**config.mk**
```make
export PLATFORM = sky130hd
export DESIGN_NAME = gav_isqrt
export DESIGN_NICKNAME = d
export VERILOG_FILES = /design/src/hdl/gav_pkg.sv /design/src/hdl/gav_isqrt.sv
export SDC_FILE = /design/constraint.sdc
export NUM_CORES = 1
export LEC_CHECK = 0
export ABC_AREA = 1
export BUFFER_PORTS_ARGS = -buffer_cell sky130_fd_sc_hd__buf_2
export CORE_MARGIN = 2
export CORE_UTILIZATION = 26
export DETAILED_ROUTE_END_ITERATION = 8
export GPL_ROUTABILITY_DRIVEN = 0
export SLEW_MARGIN = 10
export SYNTH_ARGS = -nofsm -noshare
export SYNTH_HDL_FRONTEND = slang
export SYNTH_SLANG_ARGS = --single-unit
```
**constraint.sdc**
```tcl
create_clock -name clk -period 3.1 [get_ports clk]
set_input_delay 0.31 -clock clk [delete_from_list [all_inputs] [get_ports clk]]
set_output_delay 0.31 -clock clk [all_outputs]
set_load 0.05 [all_outputs]
```
**src/hdl/gav_pkg.sv**
```systemverilog
`default_nettype none
// ============================================================================
// gav_pkg
// Shared types, constants and tables for the goal approach velocity command.
// ============================================================================
package gav_pkg;

  localparam int FracBits     = 8;
  localparam int CordicStages = 16;
  localparam int NumRegs      = 8;
  localparam int AngW         = 20;   // radians, 16 fraction bits, covers +-pi
  localparam int CorW         = 34;   // prescaled CORDIC x/y width
  localparam int SqW          = 33;   // x*x+y*y
  localparam int RootW        = 17;   // planar distance

  localparam logic signed [AngW-1:0] AnglePi = 20'sd205887;

  // Register indexes.
  localparam logic [2:0] RegHeight   = 3'd0;
  localparam logic [2:0] RegArrival  = 3'd1;
  localparam logic [2:0] RegClimb    = 3'd2;
  localparam logic [2:0] RegYawGain  = 3'd3;
  localparam logic [2:0] RegYawLimit = 3'd4;
  localparam logic [2:0] RegFacing   = 3'd5;
  localparam logic [2:0] RegFwdGain  = 3'd6;
  localparam logic [2:0] RegFwdLimit = 3'd7;

  typedef struct packed {
    logic signed [15:0] rel_x;
    logic signed [15:0] rel_y;
    logic signed [15:0] rel_z;
    logic               position_valid;
  } in_beat_t;

  typedef struct packed {
    logic signed [15:0] climb_rate;
    logic signed [15:0] yaw_rate;
    logic [14:0]        forward_speed;
    logic               arrived;
  } out_beat_t;

  typedef struct packed {
    logic [14:0] height_threshold;
    logic [14:0] arrival_threshold;
    logic [14:0] climb_speed;
    logic [14:0] yaw_gain;
    logic [14:0] yaw_limit;
    logic [14:0] facing_limit;
    logic [14:0] forward_gain;
    logic [14:0] forward_limit;
  } cfg_t;

  // Per-item side information carried down the pipeline.
  typedef enum logic [2:0] {
    MODE_LEVEL = 3'b001,
    MODE_UP    = 3'b010,
    MODE_DOWN  = 3'b100
  } mode_t;

  typedef struct packed {
    mode_t       mode;
    logic        zero_cmd;   // height error exactly on the band edge
    logic        arrived;
  } side_t;

  function automatic logic signed [AngW-1:0] atan_entry(input int i);
    logic signed [AngW-1:0] t;
    case (i)
      0: t = 20'sd51472;  1: t = 20'sd30386;  2: t = 20'sd16055;  3: t = 20'sd8150;
      4: t = 20'sd4091;   5: t = 20'sd2047;   6: t = 20'sd1024;   7: t = 20'sd512;
      8: t = 20'sd256;    9: t = 20'sd128;   10: t = 20'sd64;    11: t = 20'sd32;
      12: t = 20'sd16;   13: t = 20'sd8;     14: t = 20'sd4;     15: t = 20'sd2;
      16: t = 20'sd1;
      default: t = '0;
    endcase
    return t;
  endfunction

endpackage
`default_nettype wire

```
**src/hdl/gav_isqrt.sv**
```systemverilog
`default_nettype none
// ============================================================================
// gav_isqrt
// Pipelined restoring integer square root, one result bit per stage.
// ============================================================================
module gav_isqrt
  import gav_pkg::*;
(
  input  wire logic              clk,
  input  wire logic              adv,
  input  wire logic [SqW-1:0]    sq_in,
  output logic [RootW-1:0]       root_out
);

  localparam int Steps = RootW;
  localparam int RemW  = SqW + 2;

  logic [RemW-1:0]  rem_r  [Steps+1];
  logic [RootW-1:0] root_r [Steps+1];
  logic [2*Steps-1:0] val_r [Steps+1];

  always_ff @(posedge clk) begin
    if (adv) begin
      rem_r[0]  <= '0;
      root_r[0] <= '0;
      val_r[0]  <= (2*Steps)'(sq_in);
    end
  end

  // Each stage brings in two radicand bits and decides one root bit.
  for (genvar i = 0; i < Steps; i++) begin : g_step
    logic [RemW-1:0] rem_sh, trial;
    assign rem_sh = {rem_r[i][RemW-3:0], val_r[i][2*Steps-1 -: 2]};
    assign trial  = {rem_r[i][RemW-3:0] & '0, 2'b00} |
                    RemW'({root_r[i], 2'b01});
    always_ff @(posedge clk) begin
      if (adv) begin
        val_r[i+1] <= val_r[i] << 2;
        if (rem_sh >= trial) begin
          rem_r[i+1]  <= rem_sh - trial;
          root_r[i+1] <= {root_r[i][RootW-2:0], 1'b1};
        end else begin
          rem_r[i+1]  <= rem_sh;
          root_r[i+1] <= {root_r[i][RootW-2:0], 1'b0};
        end
      end
    end
  end

  assign root_out = root_r[Steps];

endmodule
`default_nettype wire

```
Word level (Yosys, flattened, before mapping)
Memory sizes are Yosys's and may differ from the RTL's.
Cells that the tools add are included.
{"block": "totals", "ramBits": 1548, "mem_count": 3, "register_bits": 0, "out_inout_bits": 17, "in_bits": 35}
{"block": "classes", "bitwise_logic": 34, "n_addsub": 17, "mux": 138, "magnitude_cmp": 17}
{"name": "rem_r", "words": 18, "word_bits": 35, "read_ports": 17, "rd_ports_with_merged_regs": 0, "write_ports": 18, "line": "gav_isqrt.sv:18", "text": "logic [RemW-1:0] rem_r [Steps+1];"}
{"name": "val_r", "words": 18, "word_bits": 34, "read_ports": 17, "rd_ports_with_merged_regs": 0, "write_ports": 18, "line": "gav_isqrt.sv:20", "text": "logic [2*Steps-1:0] val_r [Steps+1];"}
{"name": "root_r", "words": 18, "word_bits": 17, "read_ports": 18, "rd_ports_with_merged_regs": 0, "write_ports": 18, "line": "gav_isqrt.sv:19", "text": "logic [RootW-1:0] root_r [Steps+1];"}
{"op": "$ge 35x19->1", "n": 17}
{"op": "$mux 35", "n": 17}
{"op": "$sub 35x19->35", "n": 17}
{"op": "$mux 17", "n": 17}
{"op": "$mux 1", "n": 104}
{"op": "$or 1x1->1", "n": 34}

Depth between registers and ports, before layout
An unclocked memory read counts as a cell.
{"block": "depth", "word_depth": 6, "ltp_mapped": 15}

Least setup slack after synthesis
Ideal clock, no wire load.
{"block": "synth_timing", "kind": "input to register", "start": "in adv", "end": "mem rem_r[7][0] in the netlist's numbering, enable pin", "t_required_ns": 2.679, "setup_ns": 0.421, "setup_slack_ns": 0.677, "arrival_ns": 2.002, "stages": 3, "path_cell_list": "buf_6 -> clkbuf_1 -> clkbuf_1"}
{"element": "start: declaration", "line": "gav_isqrt.sv:10", "text": "input wire logic adv,"}
{"element": "end: declaration", "line": "gav_isqrt.sv:18"}

==> metrics.cfg <==
[run_status]
status = finished, final reports clean

[detailed_routing]
route.vias.total = 42490
firstDrtPassIters = 9
totalWireLength_um = 136800
drt_iter0_drc = 3885
detail-route-antenna-nets = 0
drc = 0
vias_per_cell = 4.548
wl_per_cell_um = 14.64

[floorplan]
die_x_um = 458.4
initial_core_util_pct = 26.18
coreArea_um2 = 205000
die_h_um = 458.4
row_count = 166
die-area_um2 = 210100
io_pins = 52

[layout]
synthToLayoutAreaGrowth_pct = 13.74
final_common_cell = nand2_1
final_cells = 9343
layout_common_cells = 1869 x nand2_1, 1106 x inv_1, 932 x edfxtp_1
nFillCells = 21420
drive_above_1_share_pct = 5.845
final_nets = 6773
fin_area_um2 = 61050
antennaDiodeCount = 0

[timing]
rsz0062_at_grt = no
finalCriticalPeriod_ns = 2.767
finalSetupViolCount = 0
period_share_pct = 89.27
fmax_ghz = 0.3614
slew_headroom_pct = 47.15
final_max_slew_viol_count = 0
finClkSkew_ns = 0.05220
setup_tns_ns = 0
worst_pin_slew_ns = 0.7927
final_hold_viol_count = 0
fin_hold_ws_ns = 0.2836

[cts]
worstSkewPairLatency_ns = 0.76
h-tree-depth = 3
cts_setup_buffers = 0
cts_buffer_depth = 3
root_buffer = clkbuf_16
numCtsBuffers = 106
cts_tree = yes
cts_resized = 0
cts_sinks = 933
clkTransAtPathRegs_ns = 0.06
hold_buffers = 34

[global_route]
grtUsageMet3_pct = 1.858
grt_first_pass_wirelength_um = 215000
grt_overflow = 0
grt_max_degree = 113
gr-usage-met1_pct = 15.74
use_met2_pct = 21.83
antenna_found_initial = 2
grt_pass1_vias = 40680
globalRouteTotalUtil_pct = 12.69
grt_busiest_layer = met2

[synth]
yosys_warnings = 0
avgSynthCellArea_um2 = 8.374
syn_inst = 6410
ys_top_cells_by_area = edfxtp_1 52%, nand2_1 13%, inv_1 7.7%
syn-cell-area_um2 = 53680
synth_cell_types = 55
synth.largest_area_cell = edfxtp_1
yosysTopAreaCellShare_pct = 52.14
synth-seq-area-share_pct = 52.18
synth-seq-cells = 933
syn-num-nets = 6616

[worst_setup_path]
critPathMaxStageDelay_ns = 0.40
crit_chain = inv_1, ha_1, nand2_1, inv_1, nand2_1, inv_1, nand2_1, nand3_2, nand2_1, nand2_2, nor2_4, nand2_4, nand2_1, o21ai_0
end_kind = register
startpoint_type = register
slowest_stage = edfxtp_1
cp_common_cell = nand2_1
crit_buf_inv = 3
worstSetupPathType = register to register
crit_path_max_fanout = 24
crit_required_ns = 3.55
cp.arrival_ns = 3.21
cp_top_family = simple AND/OR/NAND/NOR gates

[job]
max-cap-violations = 0

[placement]
post-dp-hpwl_um = 105600
dp_cells = 9113
port_buffers = 51
dpl-instance-area_um2 = 57150

[pwr]
peakVddDrop_mv = 0.4464
power.density_nw_per_um2 = 564.5
total_power_uw = 34460
p_leak_uw = 0.02645

[worst_hold_path]
min_path_type = primary input to register

[sequential cells by signal, summed over array words and instances, names as in the netlist]
name and count:
rem_r 475, root_r 153, val_r 305
[Yosys cell counts (all sizes together)]
library cell  count
o21ai           201
clkinv            3
a21boi            6
nor3            134
buf              49
a41oi             1
edfxtp          932
nand3b           46
o21a              6
and2             14
nand4           159
nor2            804
nand3           459
dfxtp             1
nand2          1886
a31o              1
nor3b            11
o311ai            1
inv            1129
nand2b            2
and3              8
nor2b             2
o2111ai           2
o21bai           12
a21oi           144
a21o              1
nor4              8
or2              15
clkbuf           20
xor2            110
xnor2            68
ha              171
o211ai            4
[routing by layer]
metal | share of wire (%) | wire length [um] | vias up
met5 | 0 | 0 | -
met4 | 4.2 | 5766 | 0
met3 | 5.5 | 7483 | 331
met2 | 48 | 65090 | 1431
met1 | 43 | 58440 | 19620
li1 | - | - | 21100
[through the flow]
stage | utilization [%] | worst slack (ns)
2_1_floorplan | - | 0.6771
3_3_place_gp | 27.88 | 0.4159
3_5_place_dp | 27.88 | 0.3677
4_1_cts | 29.78 | 0.3578
5_1_grt | 29.78 | 0.1424
6_report | 29.78 | 0.3327
[area by class of cell]
cell class	instances	area [um^2]	area share [%]
flip-flops and latches	933	28010	45.87
multi-input cells	4276	20950	34.31
inverters	1132	4253	6.966
well taps	2688	3363	5.509
clock buffers	127	2763	4.525
repair buffers	118	915.9	1.500
clock inverters	69	802.0	1.314
[kinds of logic (layout without fill, tap and decap cells)]
kind of cell               after synthesis  after routing  synth area share [%]
AOI/OAI and AO/OA                      379            379                 3.858
adders and majority gates              171            171                 3.986
xor gates and xnor gates               178            178                 2.904
DFF                                    933            933                 52.18
and+or+nand+nor                       3548           3548                 28.27
buffers and inverters                 1201           1446                 8.802
[report_power, final]
part | internal, uW | switching [uW] | leakage (uW) | total (uW)
combinational | 1720 | 3810 | 0.0157 | 5530
clock | 7480 | 5310 | 0.00170 | 12800
sequential | 15300 | 848 | 0.00900 | 16100
total | 24500 | 9960 | 0.0264 | 34500
[final timing paths]
path | start | to | slack, ns | cells past startpoint
max | root_r[10][2]$_DFFE_PP_ | rem_r[5][36]$_DFFE_PP_ | 0.33 | 14
min reg2reg | val_r[14][31]$_DFFE_PP_ | val_r[15][33]$_DFFE_PP_ | 0.38 | 0
max reg2reg | root_r[10][2]$_DFFE_PP_ | rem_r[5][36]$_DFFE_PP_ | 0.33 | 14
min | sq_in[16] | val_r[0][16]$_DFFE_PP_ | 0.28 | 2
[worst reg2reg max path, delay by kind of cell (launching register included)]
| family | cells | cell delay [ns] |
|---|---|---|
| buffers and inverters | 3 | 0.18 |
| adder cells (fa/ha/maj) | 1 | 0.34 |
| AND/OR/NAND/NOR | 9 | 1.43 |
| flip-flops | 1 | 0.40 |
| AO/OA/AOI/OAI | 1 | 0.13 |
Note: power is estimated with default switching activity, not from simulation.
