File: config.mk
export PLATFORM = sky130hd
export DESIGN_NAME = gav_cfg_regs
export DESIGN_NICKNAME = d
export VERILOG_FILES = /design/src/hdl/gav_pkg.sv /design/src/hdl/gav_cfg_regs.sv
export SDC_FILE = /design/constraint.sdc
export NUM_CORES = 1
export LEC_CHECK = 0
export BUFFER_PORTS_ARGS = -buffer_cell sky130_fd_sc_hd__buf_4
export CAP_MARGIN = 20
export CORE_MARGIN = 2
export CORE_UTILIZATION = 50
export CTS_CLUSTER_DIAMETER = 40
export DETAILED_ROUTE_END_ITERATION = 8
export PLACE_DENSITY = 0.9
export SLEW_MARGIN = 25
export SYNTH_ARGS = -nofsm -noshare
export SYNTH_HDL_FRONTEND = slang
export SYNTH_SLANG_ARGS = --single-unit
File: constraint.sdc
create_clock -name clk -period 1.6 [get_ports clk]
set_clock_uncertainty 0.05 [all_clocks]
set_input_delay 0.08 -clock clk [delete_from_list [all_inputs] [get_ports clk]]
set_output_delay 0.08 -clock clk [all_outputs]
set_load 0.05 [all_outputs]
File: src/hdl/gav_pkg.sv
`default_nettype none
// ============================================================================
// gav_pkg
// Shared types, constants and tables for the goal approach velocity command.
// ============================================================================
package gav_pkg;

  localparam int FracBits     = 8;
  localparam int CordicStages = 16;
  localparam int NumRegs      = 8;
  localparam int AngW         = 20;   // radians, 16 fraction bits, covers +-pi
  localparam int CorW         = 34;   // prescaled CORDIC x/y width
  localparam int SqW          = 33;   // x*x+y*y
  localparam int RootW        = 17;   // planar distance

  localparam logic signed [AngW-1:0] AnglePi = 20'sd205887;

  // Register indexes.
  localparam logic [2:0] RegHeight   = 3'd0;
  localparam logic [2:0] RegArrival  = 3'd1;
  localparam logic [2:0] RegClimb    = 3'd2;
  localparam logic [2:0] RegYawGain  = 3'd3;
  localparam logic [2:0] RegYawLimit = 3'd4;
  localparam logic [2:0] RegFacing   = 3'd5;
  localparam logic [2:0] RegFwdGain  = 3'd6;
  localparam logic [2:0] RegFwdLimit = 3'd7;

  typedef struct packed {
    logic signed [15:0] rel_x;
    logic signed [15:0] rel_y;
    logic signed [15:0] rel_z;
    logic               position_valid;
  } in_beat_t;

  typedef struct packed {
    logic signed [15:0] climb_rate;
    logic signed [15:0] yaw_rate;
    logic [14:0]        forward_speed;
    logic               arrived;
  } out_beat_t;

  typedef struct packed {
    logic [14:0] height_threshold;
    logic [14:0] arrival_threshold;
    logic [14:0] climb_speed;
    logic [14:0] yaw_gain;
    logic [14:0] yaw_limit;
    logic [14:0] facing_limit;
    logic [14:0] forward_gain;
    logic [14:0] forward_limit;
  } cfg_t;

  // Per-item side information carried down the pipeline.
  typedef enum logic [2:0] {
    MODE_LEVEL = 3'b001,
    MODE_UP    = 3'b010,
    MODE_DOWN  = 3'b100
  } mode_t;

  typedef struct packed {
    mode_t       mode;
    logic        zero_cmd;   // height error exactly on the band edge
    logic        arrived;
  } side_t;

  function automatic logic signed [AngW-1:0] atan_entry(input int i);
    logic signed [AngW-1:0] t;
    case (i)
      0: t = 20'sd51472;  1: t = 20'sd30386;  2: t = 20'sd16055;  3: t = 20'sd8150;
      4: t = 20'sd4091;   5: t = 20'sd2047;   6: t = 20'sd1024;   7: t = 20'sd512;
      8: t = 20'sd256;    9: t = 20'sd128;   10: t = 20'sd64;    11: t = 20'sd32;
      12: t = 20'sd16;   13: t = 20'sd8;     14: t = 20'sd4;     15: t = 20'sd2;
      16: t = 20'sd1;
      default: t = '0;
    endcase
    return t;
  endfunction

endpackage
`default_nettype wire

File: src/hdl/gav_cfg_regs.sv
`default_nettype none
// ============================================================================
// gav_cfg_regs
// Configuration register file written through the index/data port.
// ============================================================================
module gav_cfg_regs
  import gav_pkg::*;
(
  input  wire logic        clk,
  input  wire logic        rst_n,
  input  wire logic        cfg_valid,
  input  wire logic [2:0]  cfg_index,
  input  wire logic [14:0] cfg_data,
  output logic             cfg_ready,
  output cfg_t             cfg
);

  cfg_t regs_r;

  assign cfg_ready = 1'b1;
  assign cfg       = regs_r;

  // Register writes, one per beat.
  always_ff @(posedge clk) begin
    if (!rst_n) begin
      regs_r.height_threshold  <= 15'd26;
      regs_r.arrival_threshold <= 15'd51;
      regs_r.climb_speed       <= 15'd77;
      regs_r.yaw_gain          <= 15'd768;
      regs_r.yaw_limit         <= 15'd256;
      regs_r.facing_limit      <= 15'd77;
      regs_r.forward_gain      <= 15'd102;
      regs_r.forward_limit     <= 15'd1024;
    end else if (cfg_valid) begin
      case (cfg_index)
        RegHeight:   regs_r.height_threshold  <= cfg_data;
        RegArrival:  regs_r.arrival_threshold <= cfg_data;
        RegClimb:    regs_r.climb_speed       <= cfg_data;
        RegYawGain:  regs_r.yaw_gain          <= cfg_data;
        RegYawLimit: regs_r.yaw_limit         <= cfg_data;
        RegFacing:   regs_r.facing_limit      <= cfg_data;
        RegFwdGain:  regs_r.forward_gain      <= cfg_data;
        RegFwdLimit: regs_r.forward_limit     <= cfg_data;
        default: ;
      endcase
    end
  end

endmodule
`default_nettype wire

Yosys cells after proc, flatten, opt, wreduce, memory -nomap -nowiden
Index checks and enable logic that the tools add are counted.
{"block": "op_classes", "eq_ne": 7, "reduce_logical": 9}
{"op": "2-bit AND reduction", "count": 8}
{"op": "3-bit equality test, second input constant", "count": 4}
{"op": "3-bit by 2-bit equality test with 1-bit output, second input constant", "count": 2}
{"op": "3-bit by 1-bit equality test with 1-bit output, second input constant", "count": 1}
{"op": "3-bit zero test", "count": 1}
{"block": "totals", "word_cells": 24, "ff_bits": 120, "inputBits": 21, "out_inout_bits": 121}

Longest topological paths before layout
{"block": "logic_depth", "ltp_word": 2, "depth_mapped": 5, "mapped_depth_nobuf": 2}

Least setup slack after synthesis
Ideal clock, no wire load.
{"block": "synth_timing", "path_kind": "input-to-reg", "start": "input port cfg_index[1]", "end": "register regs_r, in the netlist cfg[112]", "cell_stages": 5, "required_time_ps": 1424, "setup_slack_ps": 304, "t_arrival_ps": 1120, "setup_ps": 126, "n_path_buf": 3, "cell_sequence": "buf_2 > or4b_1 > buf_6 > buf_12 > mux2i_1"}
{"block": "synth_via", "elab_chain_len": 2}
{"item": "start: declaration", "line": "gav_cfg_regs.sv:12", "text": "input wire logic [2:0] cfg_index,"}
{"item": "3-bit zero test", "line": "gav_cfg_regs.sv:35", "text": "case (cfg_index)"}
{"item": "2-bit AND reduction (no source line)"}
{"item": "end: declaration", "line": "gav_cfg_regs.sv:18", "text": "cfg_t regs_r;"}
No other way between the ends.
A chain may end at the register's enable or synchronous reset.

==> flow_summary.json <==
{
  "std_cell_rows": 34,
  "first_pass_iters": 5,
  "first_iter_violations": 108,
  "worst_hold_slack_ns": 0.03880,
  "finalSetupViolCount": 0,
  "achievable-frequency_mhz": 745.2,
  "cp_cell_sequence": "dlygate4sd3_1, buf_4, buf_12, nor2b_1, mux2i_1",
  "grt_first_pass_wirelength_mm": 18.90,
  "power.leakage_uw": 0.003199,
  "crit_path_max_incr_delay_ns": 0.56,
  "ys_async_sr_fraction": 0,
  "layout_overhead_on_the_synthesized_area_pct": 42.69,
  "mappedNetlistNets": 450,
  "via_count_of_the_first_global_routing_pass": 3684,
  "status": "complete, no violations",
  "number_of_antenna_violations_at_the_first_check_in_global_routing": 0,
  "design.portCount": 142,
  "critical_path_class": "in -> reg",
  "globalplace.congestion": 0.8449,
  "timing.rr.start": "cfg[106]$_SDFFE_PN1P_",
  "ys.flop_type": "dfxtp_1",
  "min_delay_worst_endpoint": "cfg[37]$_SDFFE_PN0P_",
  "post_dr_vias_cell": 5.103,
  "drv_slew": 0,
  "yosys_register_bits": 120,
  "globalRouteTotalUtil": 0.2514,
  "critical_path.max_fanout": 36,
  "dr_total_vias": 3572,
  "synthDominantAreaCellType": "dfxtp_1",
  "synth-warning-count": 0,
  "critPathCaptureType": "flop",
  "post-dp-hpwl_mm": 8.055,
  "synth.yosys.seq_area_share": 0.5336,
  "vdd_ir_drop_max_v": 0.0007230,
  "postLayoutCellArea_um2": 6424,
  "synth.top_cells.by_count": "dfxtp_1 (120), mux2i_1 (120), nand2_1 (112), nor2b_1 (33), clkbuf_1 (16)",
  "rsz0062_at_grt": "no",
  "power_per_cell_area_nw_per_um2": 1214,
  "worstRegToRegCells": 2,
  "ys_types": 17,
  "clock-sinks": 120,
  "dieHeight_um": 98.89,
  "placedInstanceArea_um2": 5669,
  "cts.clk_slew.worst_paths_ns": 0.06,
  "design.core.area_um2": 8721,
  "routed_wire_length_per_instance_um": 17.10,
  "critPathRequiredTime_ns": 1.90,
  "synthTopCellsByArea": "dfxtp_1 (53%), mux2i_1 (27%), nand2_1 (9.3%)",
  "crit_path_top_delay_cell": "dlygate4sd3_1",
  "chipWidth_um": 98.89,
  "route.detailed.drc": 0,
  "numPlacedInstances": 656,
  "hold_class": "in -> reg",
  "syn_inst": 429,
  "cap_violations": 0,
  "initial_core_utilization": 0.5162,
  "tritoncts": "built",
  "clock_insertion_delay_worst_skew_ns": 0.49,
  "setup_total_negative_slack_ns": 0,
  "holdPathStages": 3,
  "antenna-diode-count": 0,
  "finalNetCount": 600,
  "cts_root_buffer": "clkbuf_8",
  "reg2reg_to": "cfg[106]$_SDFFE_PN1P_",
  "count_of_non_filler_cells_in_the_finished_layout": 700,
  "synth_largest_type_area_fraction": 0.5336,
  "hold_path_startpoint": "cfg_data[7]",
  "start_kind": "input port",
  "detail_route.wirelength_mm": 11.97,
  "cpLargestDelayFamily": "buffers and inverters",
  "largest_register_ff_count": 120,
  "crit_buf_inv": 3,
  "regToRegSetupSlack_ns": 0.76,
  "cp.arrival_ns": 1.64,
  "global_route.overflow_total": 0,
  "number_of_synthesized_flops_with_an_enable_pin": 0,
  "design.die.area_um2": 9778,
  "io_buffer_count": 140,
  "cts_made_buffers": 17,
  "cts_htree_levels": 4,
  "min_period_ns": 1.342,
  "cts_setup_buffers": 0,
  "postRouteAntennaNets": 0,
  "layout-drive-gt1-share": 0.3159,
  "min_period_over_period": 0.8387,
  "cts.path.max_buffers": 2,
  "largest_net_degree_at_the_start_of_global_routing": 48,
  "mappedNetlistArea_um2": 4502,
  "final-hold-violation-count": 0,
  "avgSynthCellArea_um2": 10.49
}
-- cell usage in the layout (no fill, tap or decap) --
master / n
and4b_1: 1
buf_12: 3
buf_4: 150
bufinv_16: 4
clkbuf_16: 16
clkbuf_8: 3
clkinv_4: 1
clkinvlp_4: 5
conb_1: 1
dfxtp_1: 120
dlygate4sd3_1: 12
inv_6: 3
mux2i_1: 120
nand2_1: 112
nand4_1: 1
nand4b_1: 3
nand4bb_1: 1
nor2b_1: 33
nor4bb_4: 2
or4b_1: 1
-- area by class of cell --
cell class / instances / area [um^2]
clock buffers: 19 / 441.7
repair buffers: 165 / 1306
fillers: 590 / 2297
flip-flops and latches: 120 / 2402
clock inverters: 13 / 192.7
multi-input cells: 275 / 1946
well taps: 108 / 135.1
-- kinds of logic after synthesis --
family / after synthesis / share of synthesized area
buf+inv: 34 / 0.04085
simple gates: 154 / 0.1579
flops: 120 / 0.5336
mux: 120 / 0.2668
other cells: 1 / 0.0008330
-- worst register-to-register path: cells and delay by family, from the launching register on --
| kind | cells | cell delay (ns) |
|---|---|---|
| flops | 1 | 0.33 |
| mux | 1 | 0.14 |
| simple gates | 1 | 0.19 |
-- metal layers --
metal | global-route usage | part of all wire | vias to the layer above
met2 | 0.4220 | 0.49 | 115
met3 | 0.07660 | 0.062 | 22
met4 | 0.1264 | 0.026 | 0
li1 | - | - | 1723
met5 | 0 | 0 | -
met1 | 0.2899 | 0.42 | 1712
-- where the power goes --
group	total, uW	internal (uW)	switching, uW	leakage (uW)
sequential	3100	3060	38.8	0.000972
combinational	721	246	475	0.00193
clock	3980	2630	1350	0.000294
total	7800	5930	1860	0.00320
-- worst max path at each step --
stage / startpoint / endpoint / cells after the start
6_report: rst_n / cfg[106]$_SDFFE_PN1P_ / 5
5_1_grt: rst_n / cfg[106]$_SDFFE_PN1P_ / 5
4_1_cts: cfg[112]$_SDFFE_PN0P_ / cfg[112] / 1
3_5_place_dp: cfg_index[0] / cfg[117]$_SDFFE_PN0P_ / 4
3_3_place_gp: cfg_index[0] / cfg[117]$_SDFFE_PN0P_ / 4
2_1_floorplan: cfg_index[1] / cfg[112]$_SDFFE_PN0P_ / 5
-- metrics by stage --
stage | total power [uW] | setup slack (ns) | util
global placement | 3834 | 0.2882 | 0.6501
floorplan | 3615 | 0.3038 | -
finish | 7796 | 0.2581 | 0.7366
detailed placement | 3850 | 0.2648 | 0.6501
CTS | 7833 | 0.3816 | 0.7366
global route | 8037 | 0.2624 | 0.7366
-- repair_timing --
item | 4_1_cts | 5_1_grt
hold buffers | 12 | 0
gates resized for setup | 0 | 0
hold endpoints to repair | 61 | 0
No activity file was read; power rests on OpenSTA's default activity.
