**config.mk**
```make
export PLATFORM = sky130hd
export DESIGN_NAME = gav_cordic
export DESIGN_NICKNAME = d
export VERILOG_FILES = /design/src/hdl/gav_pkg.sv /design/src/hdl/gav_cordic.sv
export SDC_FILE = /design/constraint.sdc
export NUM_CORES = 2
export LEC_CHECK = 0
export BUFFER_PORTS_ARGS = -buffer_cell sky130_fd_sc_hd__buf_2
export CORE_AREA = 2 2 434 479
export CTS_BUF_LIST = sky130_fd_sc_hd__clkbuf_16
export CTS_CLUSTER_SIZE = 8
export DETAILED_ROUTE_END_ITERATION = 16
export DIE_AREA = 0 0 436 481
export GPL_ROUTABILITY_DRIVEN = 1
export PLACE_DENSITY = 0.69
export SYNTH_ARGS = -nofsm -noshare
export SYNTH_HDL_FRONTEND = slang
export SYNTH_SLANG_ARGS = --single-unit
```
**constraint.sdc**
```tcl
create_clock -name clk -period 6.8 [get_ports clk]
set_clock_uncertainty 0.1 [all_clocks]
set_input_delay 0.34 -clock clk [delete_from_list [all_inputs] [get_ports clk]]
set_output_delay 0.34 -clock clk [all_outputs]
set_load 0.03 [all_outputs]
```
**src/hdl/gav_pkg.sv**
```systemverilog
`default_nettype none
// ============================================================================
// gav_pkg
// Shared types, constants and tables for the goal approach velocity command.
// ============================================================================
package gav_pkg;

  localparam int FracBits     = 8;
  localparam int CordicStages = 16;
  localparam int NumRegs      = 8;
  localparam int AngW         = 20;   // radians, 16 fraction bits, covers +-pi
  localparam int CorW         = 34;   // prescaled CORDIC x/y width
  localparam int SqW          = 33;   // x*x+y*y
  localparam int RootW        = 17;   // planar distance

  localparam logic signed [AngW-1:0] AnglePi = 20'sd205887;

  // Register indexes.
  localparam logic [2:0] RegHeight   = 3'd0;
  localparam logic [2:0] RegArrival  = 3'd1;
  localparam logic [2:0] RegClimb    = 3'd2;
  localparam logic [2:0] RegYawGain  = 3'd3;
  localparam logic [2:0] RegYawLimit = 3'd4;
  localparam logic [2:0] RegFacing   = 3'd5;
  localparam logic [2:0] RegFwdGain  = 3'd6;
  localparam logic [2:0] RegFwdLimit = 3'd7;

  typedef struct packed {
    logic signed [15:0] rel_x;
    logic signed [15:0] rel_y;
    logic signed [15:0] rel_z;
    logic               position_valid;
  } in_beat_t;

  typedef struct packed {
    logic signed [15:0] climb_rate;
    logic signed [15:0] yaw_rate;
    logic [14:0]        forward_speed;
    logic               arrived;
  } out_beat_t;

  typedef struct packed {
    logic [14:0] height_threshold;
    logic [14:0] arrival_threshold;
    logic [14:0] climb_speed;
    logic [14:0] yaw_gain;
    logic [14:0] yaw_limit;
    logic [14:0] facing_limit;
    logic [14:0] forward_gain;
    logic [14:0] forward_limit;
  } cfg_t;

  // Per-item side information carried down the pipeline.
  typedef enum logic [2:0] {
    MODE_LEVEL = 3'b001,
    MODE_UP    = 3'b010,
    MODE_DOWN  = 3'b100
  } mode_t;

  typedef struct packed {
    mode_t       mode;
    logic        zero_cmd;   // height error exactly on the band edge
    logic        arrived;
  } side_t;

  function automatic logic signed [AngW-1:0] atan_entry(input int i);
    logic signed [AngW-1:0] t;
    case (i)
      0: t = 20'sd51472;  1: t = 20'sd30386;  2: t = 20'sd16055;  3: t = 20'sd8150;
      4: t = 20'sd4091;   5: t = 20'sd2047;   6: t = 20'sd1024;   7: t = 20'sd512;
      8: t = 20'sd256;    9: t = 20'sd128;   10: t = 20'sd64;    11: t = 20'sd32;
      12: t = 20'sd16;   13: t = 20'sd8;     14: t = 20'sd4;     15: t = 20'sd2;
      16: t = 20'sd1;
      default: t = '0;
    endcase
    return t;
  endfunction

endpackage
`default_nettype wire

```
**src/hdl/gav_cordic.sv**
```systemverilog
`default_nettype none
// ============================================================================
// gav_cordic
// Pipelined CORDIC vectoring unit: one stage per iteration, giving atan2(y,x)
// in radians with 16 fraction bits.
// ============================================================================
module gav_cordic
  import gav_pkg::*;
(
  input  wire logic                   clk,
  input  wire logic                   adv,
  input  wire logic signed [15:0]     x_in,
  input  wire logic signed [15:0]     y_in,
  output logic signed [AngW-1:0]      ang_out
);

  logic signed [CorW-1:0] x_r [CordicStages+1];
  logic signed [CorW-1:0] y_r [CordicStages+1];
  logic signed [AngW-1:0] z_r [CordicStages+1];
  logic                   zero_r [CordicStages+1];

  logic signed [CorW-1:0] x0_nxt, y0_nxt;
  logic signed [AngW-1:0] z0_nxt;

  // Pre-rotation into the right half plane and prescale.
  always_comb begin
    z0_nxt = '0;
    x0_nxt = CorW'(x_in) <<< 14;
    y0_nxt = CorW'(y_in) <<< 14;
    if (x_in < 0) begin
      z0_nxt = (y_in >= 0) ? AnglePi : -AnglePi;
      x0_nxt = -x0_nxt;
      y0_nxt = -y0_nxt;
    end
  end

  always_ff @(posedge clk) begin
    if (adv) begin
      x_r[0]    <= x0_nxt;
      y_r[0]    <= y0_nxt;
      z_r[0]    <= z0_nxt;
      zero_r[0] <= (x_in == 0) && (y_in == 0);
    end
  end

  // One micro-rotation per stage.
  for (genvar i = 0; i < CordicStages; i++) begin : g_stage
    always_ff @(posedge clk) begin
      if (adv) begin
        zero_r[i+1] <= zero_r[i];
        if (y_r[i] > 0) begin
          x_r[i+1] <= x_r[i] + (y_r[i] >>> i);
          y_r[i+1] <= y_r[i] - (x_r[i] >>> i);
          z_r[i+1] <= z_r[i] + atan_entry(i);
        end else begin
          x_r[i+1] <= x_r[i] - (y_r[i] >>> i);
          y_r[i+1] <= y_r[i] + (x_r[i] >>> i);
          z_r[i+1] <= z_r[i] - atan_entry(i);
        end
      end
    end
  end

  assign ang_out = zero_r[CordicStages] ? '0 : z_r[CordicStages];

endmodule
`default_nettype wire

```
Yosys cells after proc, flatten, opt, wreduce, memory -nomap -nowiden --
Memory sizes are Yosys's and may differ from the RTL's. Cells that the tools add are included.
Cells by class: bitwise gates (word level) 48, add/subtract/negate cells 97, reduce and logical (&&, ||, !) cells 3, order comparisons 18, multiplexer cells 151
Operators by type and width (count):
- $mux 34 | 34
- $gt 34x1->1 const B | 16
- $mux 20 | 19
- $mux 1 | 98
- $add 34x19->34 | 2
- $add 34x20->34 | 2
- $add 34x21->34 | 2
- $add 34x22->34 | 2
- $add 34x23->34 | 2
- $add 34x24->34 | 2
- $add 34x25->34 | 2
- $add 34x26->34 | 2
- $add 34x27->34 | 2
- $add 34x28->34 | 2
- $add 34x29->34 | 2
- $add 34x30->34 | 2
- $add 34x31->34 | 2
- $add 34x32->34 | 2
- $add 34x33->34 | 2
- $neg 30->34 | 2
- $sub 34x19->34 | 2
- $sub 34x20->34 | 2
- $sub 34x21->34 | 2
- $sub 34x22->34 | 2
- 48 further kinds | 110
Storage, ports and cells: memory bits (writable) 1513, register bits after elaboration 0, input port bits 34, output and inout bits 20, memories 4
Memories:
- x_r | depth 17, width 34, rd ports 16, clocked after memory_dff 0, write ports 17, line gav_cordic.sv:17 | logic signed [CorW-1:0] x_r [CordicStages+1];
- y_r | depth 17, width 34, rd ports 16, clocked after memory_dff 0, write ports 17, line gav_cordic.sv:18 | logic signed [CorW-1:0] y_r [CordicStages+1];
- z_r | depth 17, width 20, rd ports 17, clocked after memory_dff 0, write ports 17, line gav_cordic.sv:19 | logic signed [AngW-1:0] z_r [CordicStages+1];
- zero_r | depth 17, width 1, rd ports 17, clocked after memory_dff 0, write ports 17, line gav_cordic.sv:20 | logic zero_r [CordicStages+1];

Depth between registers and ports, before layout --
word-level depth 5, mapped depth 27, mapped depth without buffers 26

Worst setup path after synthesis --
No wires, ideal clock.
kind register to register, start point memory y_r[6][10], end point memory x_r[7][31], data pin, cell stages (with the launch flop) 27, arrival 5.851 ns, data required time 6.442 ns, path buffers 2, setup slack 0.592 ns, library setup time 0.258 ns, clock period less this slack 6.208 ns, cell sequence edfxtp_1 or3_1 nor3_1 nand2_1 nor4_2 nand2_1 or4_4 nor4_4 and3_1 o21ai_1 buf_2 buf_2 o21ai_1 inv_1 ha_1 nor2b_1 o21ai_0 a21boi_0 o41ai_1 o21ai_0 o31ai_1 o21ai_0 a41o_1 o41a_1 a41oi_1 nor2b_1 xnor2_1
RTL lines (line):
- from (decl) | gav_cordic.sv:18
- to (decl) | gav_cordic.sv:17

==> impl_metrics.csv <==
group,metric,value,unit
routing,drc,0,
floorplan,io_pins,54,
routing,vias_per_cell,5.94,
global_routing,grt_max_degree,138,
hold_path,holdCritPathClass,"primary input to flop",
floorplan,chipHeight,481,µm
synthesis,synth_cell_type_count,98,
sta,finalMaxSlewViolations,0,
synthesis,synth_most_common_cell,"edfxtp_1",
finish,ff_latch_area,37400,µm²
synthesis,yosys_warnings,0,
floorplan,fp.dieW,436,µm
synthesis,synth_common_cells,"1245 x edfxtp_1, 1105 x ha_1, 1055 x xnor2_1",
clocking,htreeDepth,4,
synthesis,yosysSeqAreaShare,36.6,%
floorplan,core-area,205000,µm²
synthesis,synth_area,102000,µm²
routing,first_iter_violations,5459,
routing,detailedRoute.firstPassIterationCount,6,
synthesis,synthSimpleGateAreaFrac,14.1,%
synthesis,ys_seq_elements,1245,
synthesis,async_reset_ff_share,0,%
clocking,cts_buffers,177,
global_routing,grt_pass1_vias,79200,
sta,period_share,96.0,%
synthesis,avgSynthCellArea,9.58,µm²
flow_run,max-cap-violations,0,
worst_setup_path,path_delay_family,"compound AO/OA/AOI/OAI gates",
floorplan,dieArea,210000,µm²
clocking,cts-root-buf,"clkbuf_16",
worst_setup_path,crit_fanout,26,
placed_design,dp.cells,13500,
routing,avgRoutedWirePerCell,21.7,µm
sta,finalSetupViolCount,0,
synthesis,yosysTopAreaCellShare,36.6,%
synthesis,syn_inst,10700,
worst_setup_path,critPathLaunchType,"flop",
synthesis,synthFlopType,"edfxtp_1",
sta,tightest_slew,1.16,ns
synthesis,muxShareOfSynthArea,0.638,%
finish,fill_cells,18400,
floorplan,num_rows,175,
worst_setup_path,cp-end-kind,"flop",
outcome,outcome,"complete, no violations",
worst_setup_path,worst_ep_arrival_time,7.01,ns
worst_setup_path,crit_path_frequent_cell,"o21a_1",
worst_setup_path,path_cells,"or4_4, nor3b_4, nand4_2, a21o_2, clkinv_1, a21oi_1, xor2_1, ha_1, inv_1, fa_1, nor2b_1, o21ai_0, a21boi_0, o21a_1, o21a_1, o2111ai_1, nand3_1, a211oi_1, nor3_1, o41ai_1, mux2i_1, nand2_1",
global_routing,overflow,0,
global_routing,grt_pass1_wl,453,mm
placed_design,dp_hpwl,239,mm
worst_setup_path,cp_num_buf_inv,2,
sta,final-hold-violation-count,0,
sta,relSlewSlack,21.6,%
global_routing,track_usage,27.6,%
finish,multi_input_area,62000,µm²
synthesis,synth_area_leaders,"edfxtp_1 37%, ha_1 14%, xnor2_1 9.1%, a21oi_1 4.5%, xor2_1 3.9%",
routing,num_vias,81600,
synthesis,yosysTopAreaCell,"edfxtp_1",
routing,finalWirelength,299,mm
placed_design,port_buffers,53,
routing,ant_nets,0,
global_routing,antenna_found_initial,8,
clocking,clock_latency,0.86,ns
clocking,cts.path.max_buffers,3,
placed_design,place.gp.congestion,0.996,
synthesis,synthAdderAreaFrac,14.4,%
finish,layout.nets,12100,
clocking,clkTransAtPathRegs,0.05,ns
worst_setup_path,slowest_stage,"or4_4",
floorplan,start_util,49.7,%
finish,instances_no_fill,13700,
synthesis,synth_edf_count,1245,
synthesis,synth_top_family_by_area,"compound AO/OA/AOI/OAI gates",
sta,max_clock_freq,153,MHz
worst_setup_path,max_stage_delay,0.65,ns
sta,final.min_clock_period,6.53,ns
finish,drive_gt1_share,5.59,%
synthesis,synth_xor_area_share,12.9,%
worst_setup_path,worstPathRequired,7.28,ns
finish,syn2layout_area_growth,9.92,%
worst_setup_path,path_class,"flop to flop",
clocking,clkSinkCount,1245,
clocking,cts_tree,"done",
synthesis,synth-compound-area-share,18.6,%
==> placed cells by master, fill, tap and decap left out, drive strengths merged, types with 73 or more instances in the layout <==
cell type  instances
edfxtp          1245
ha              1105
xnor2           1055
a21oi            910
nor2             892
nand2            670
o21ai            667
inv              602
xor2             449
a21o             360
nor3             304
buf              240
clkbuf           178
nand3            178
nand2b           155
o31ai            148
o21a             138
nor2b            136
o21bai           134
or3              117
nor4             114
and3             101
a21boi            90
a31oi             79
a211oi            73
==> registers in the layout, summed over array words and instances, names as in the netlist <==
register and count:
y_r 477, x_r 430, z_r 321, zero_r 17
==> repair_timing <==
action | in CTS | in global routing
hold buffers | 51 | 0
hold endpoints to repair | 68 | 0
setup buffers | 0 | 6
resized for setup | 0 | 27
setup endpoints to repair | 0 | 41
==> metrics by stage <==
stage	cell area, µm²	setup TNS (ns)	utilization (%)	hold slack, ns	setup WS (ns)
after floorplan	102000	0	-	0.300	0.592
after global placement	107000	0	51.9	0.301	0.0431
after detailed placement	107000	0	51.9	0.305	0.0837
after CTS	112000	0	54.6	0.0794	0.163
after global routing	112000	-0.0109	54.6	0.101	-0.0109
final	112000	0	54.6	0.144	0.271
==> final cells by class <==
type / count / area share [%]
antenna: 3 / 0.00669
tap: 2743 / 3.06
timing repair buffer: 291 / 2.01
multi-input combinational: 8652 / 55.2
clock buffer: 178 / 3.97
inverter: 599 / 2.00
clock inverter: 34 / 0.427
sequential: 1245 / 33.3
==> path summary, 6_finish.rpt <==
check,slack [ns],cells past startpoint,startpoint,endpoint
worst max-delay path,0.27,22,y_r[5][10],y_r[6][32]
worst min-delay path,0.14,2,x_in[0],x_r[0][14]
worst max register to register,0.27,22,y_r[5][10],y_r[6][32]
worst min register to register,0.31,0,z_r[8][1],z_r[9][1]
==> kinds of logic (layout without fill, tap and decap cells) <==
family,Yosys count,count (layout)
xor gates and xnor gates,1505,1505
AOI/OAI and AO/OA,2979,2979
adders and majority gates,1147,1147
buffers and inverters,768,1102
muxes,62,62
and+or+nand+nor,2956,2956
other,1,6
DFF,1245,1245
==> routing by layer <==
metal  vias up  share of wire (%)  global-route usage [%]
li1      39800                  -                       -
met1     39200                 39                    31.2
met2      2067                 52                    51.5
met3       624                4.4                    3.52
met4         6                4.9                    12.8
met5         -              0.013                       0
Power is left out: the tool's default activity adds up to more than one toggle a clock period on the data nets, which glitch-free logic cannot reach.
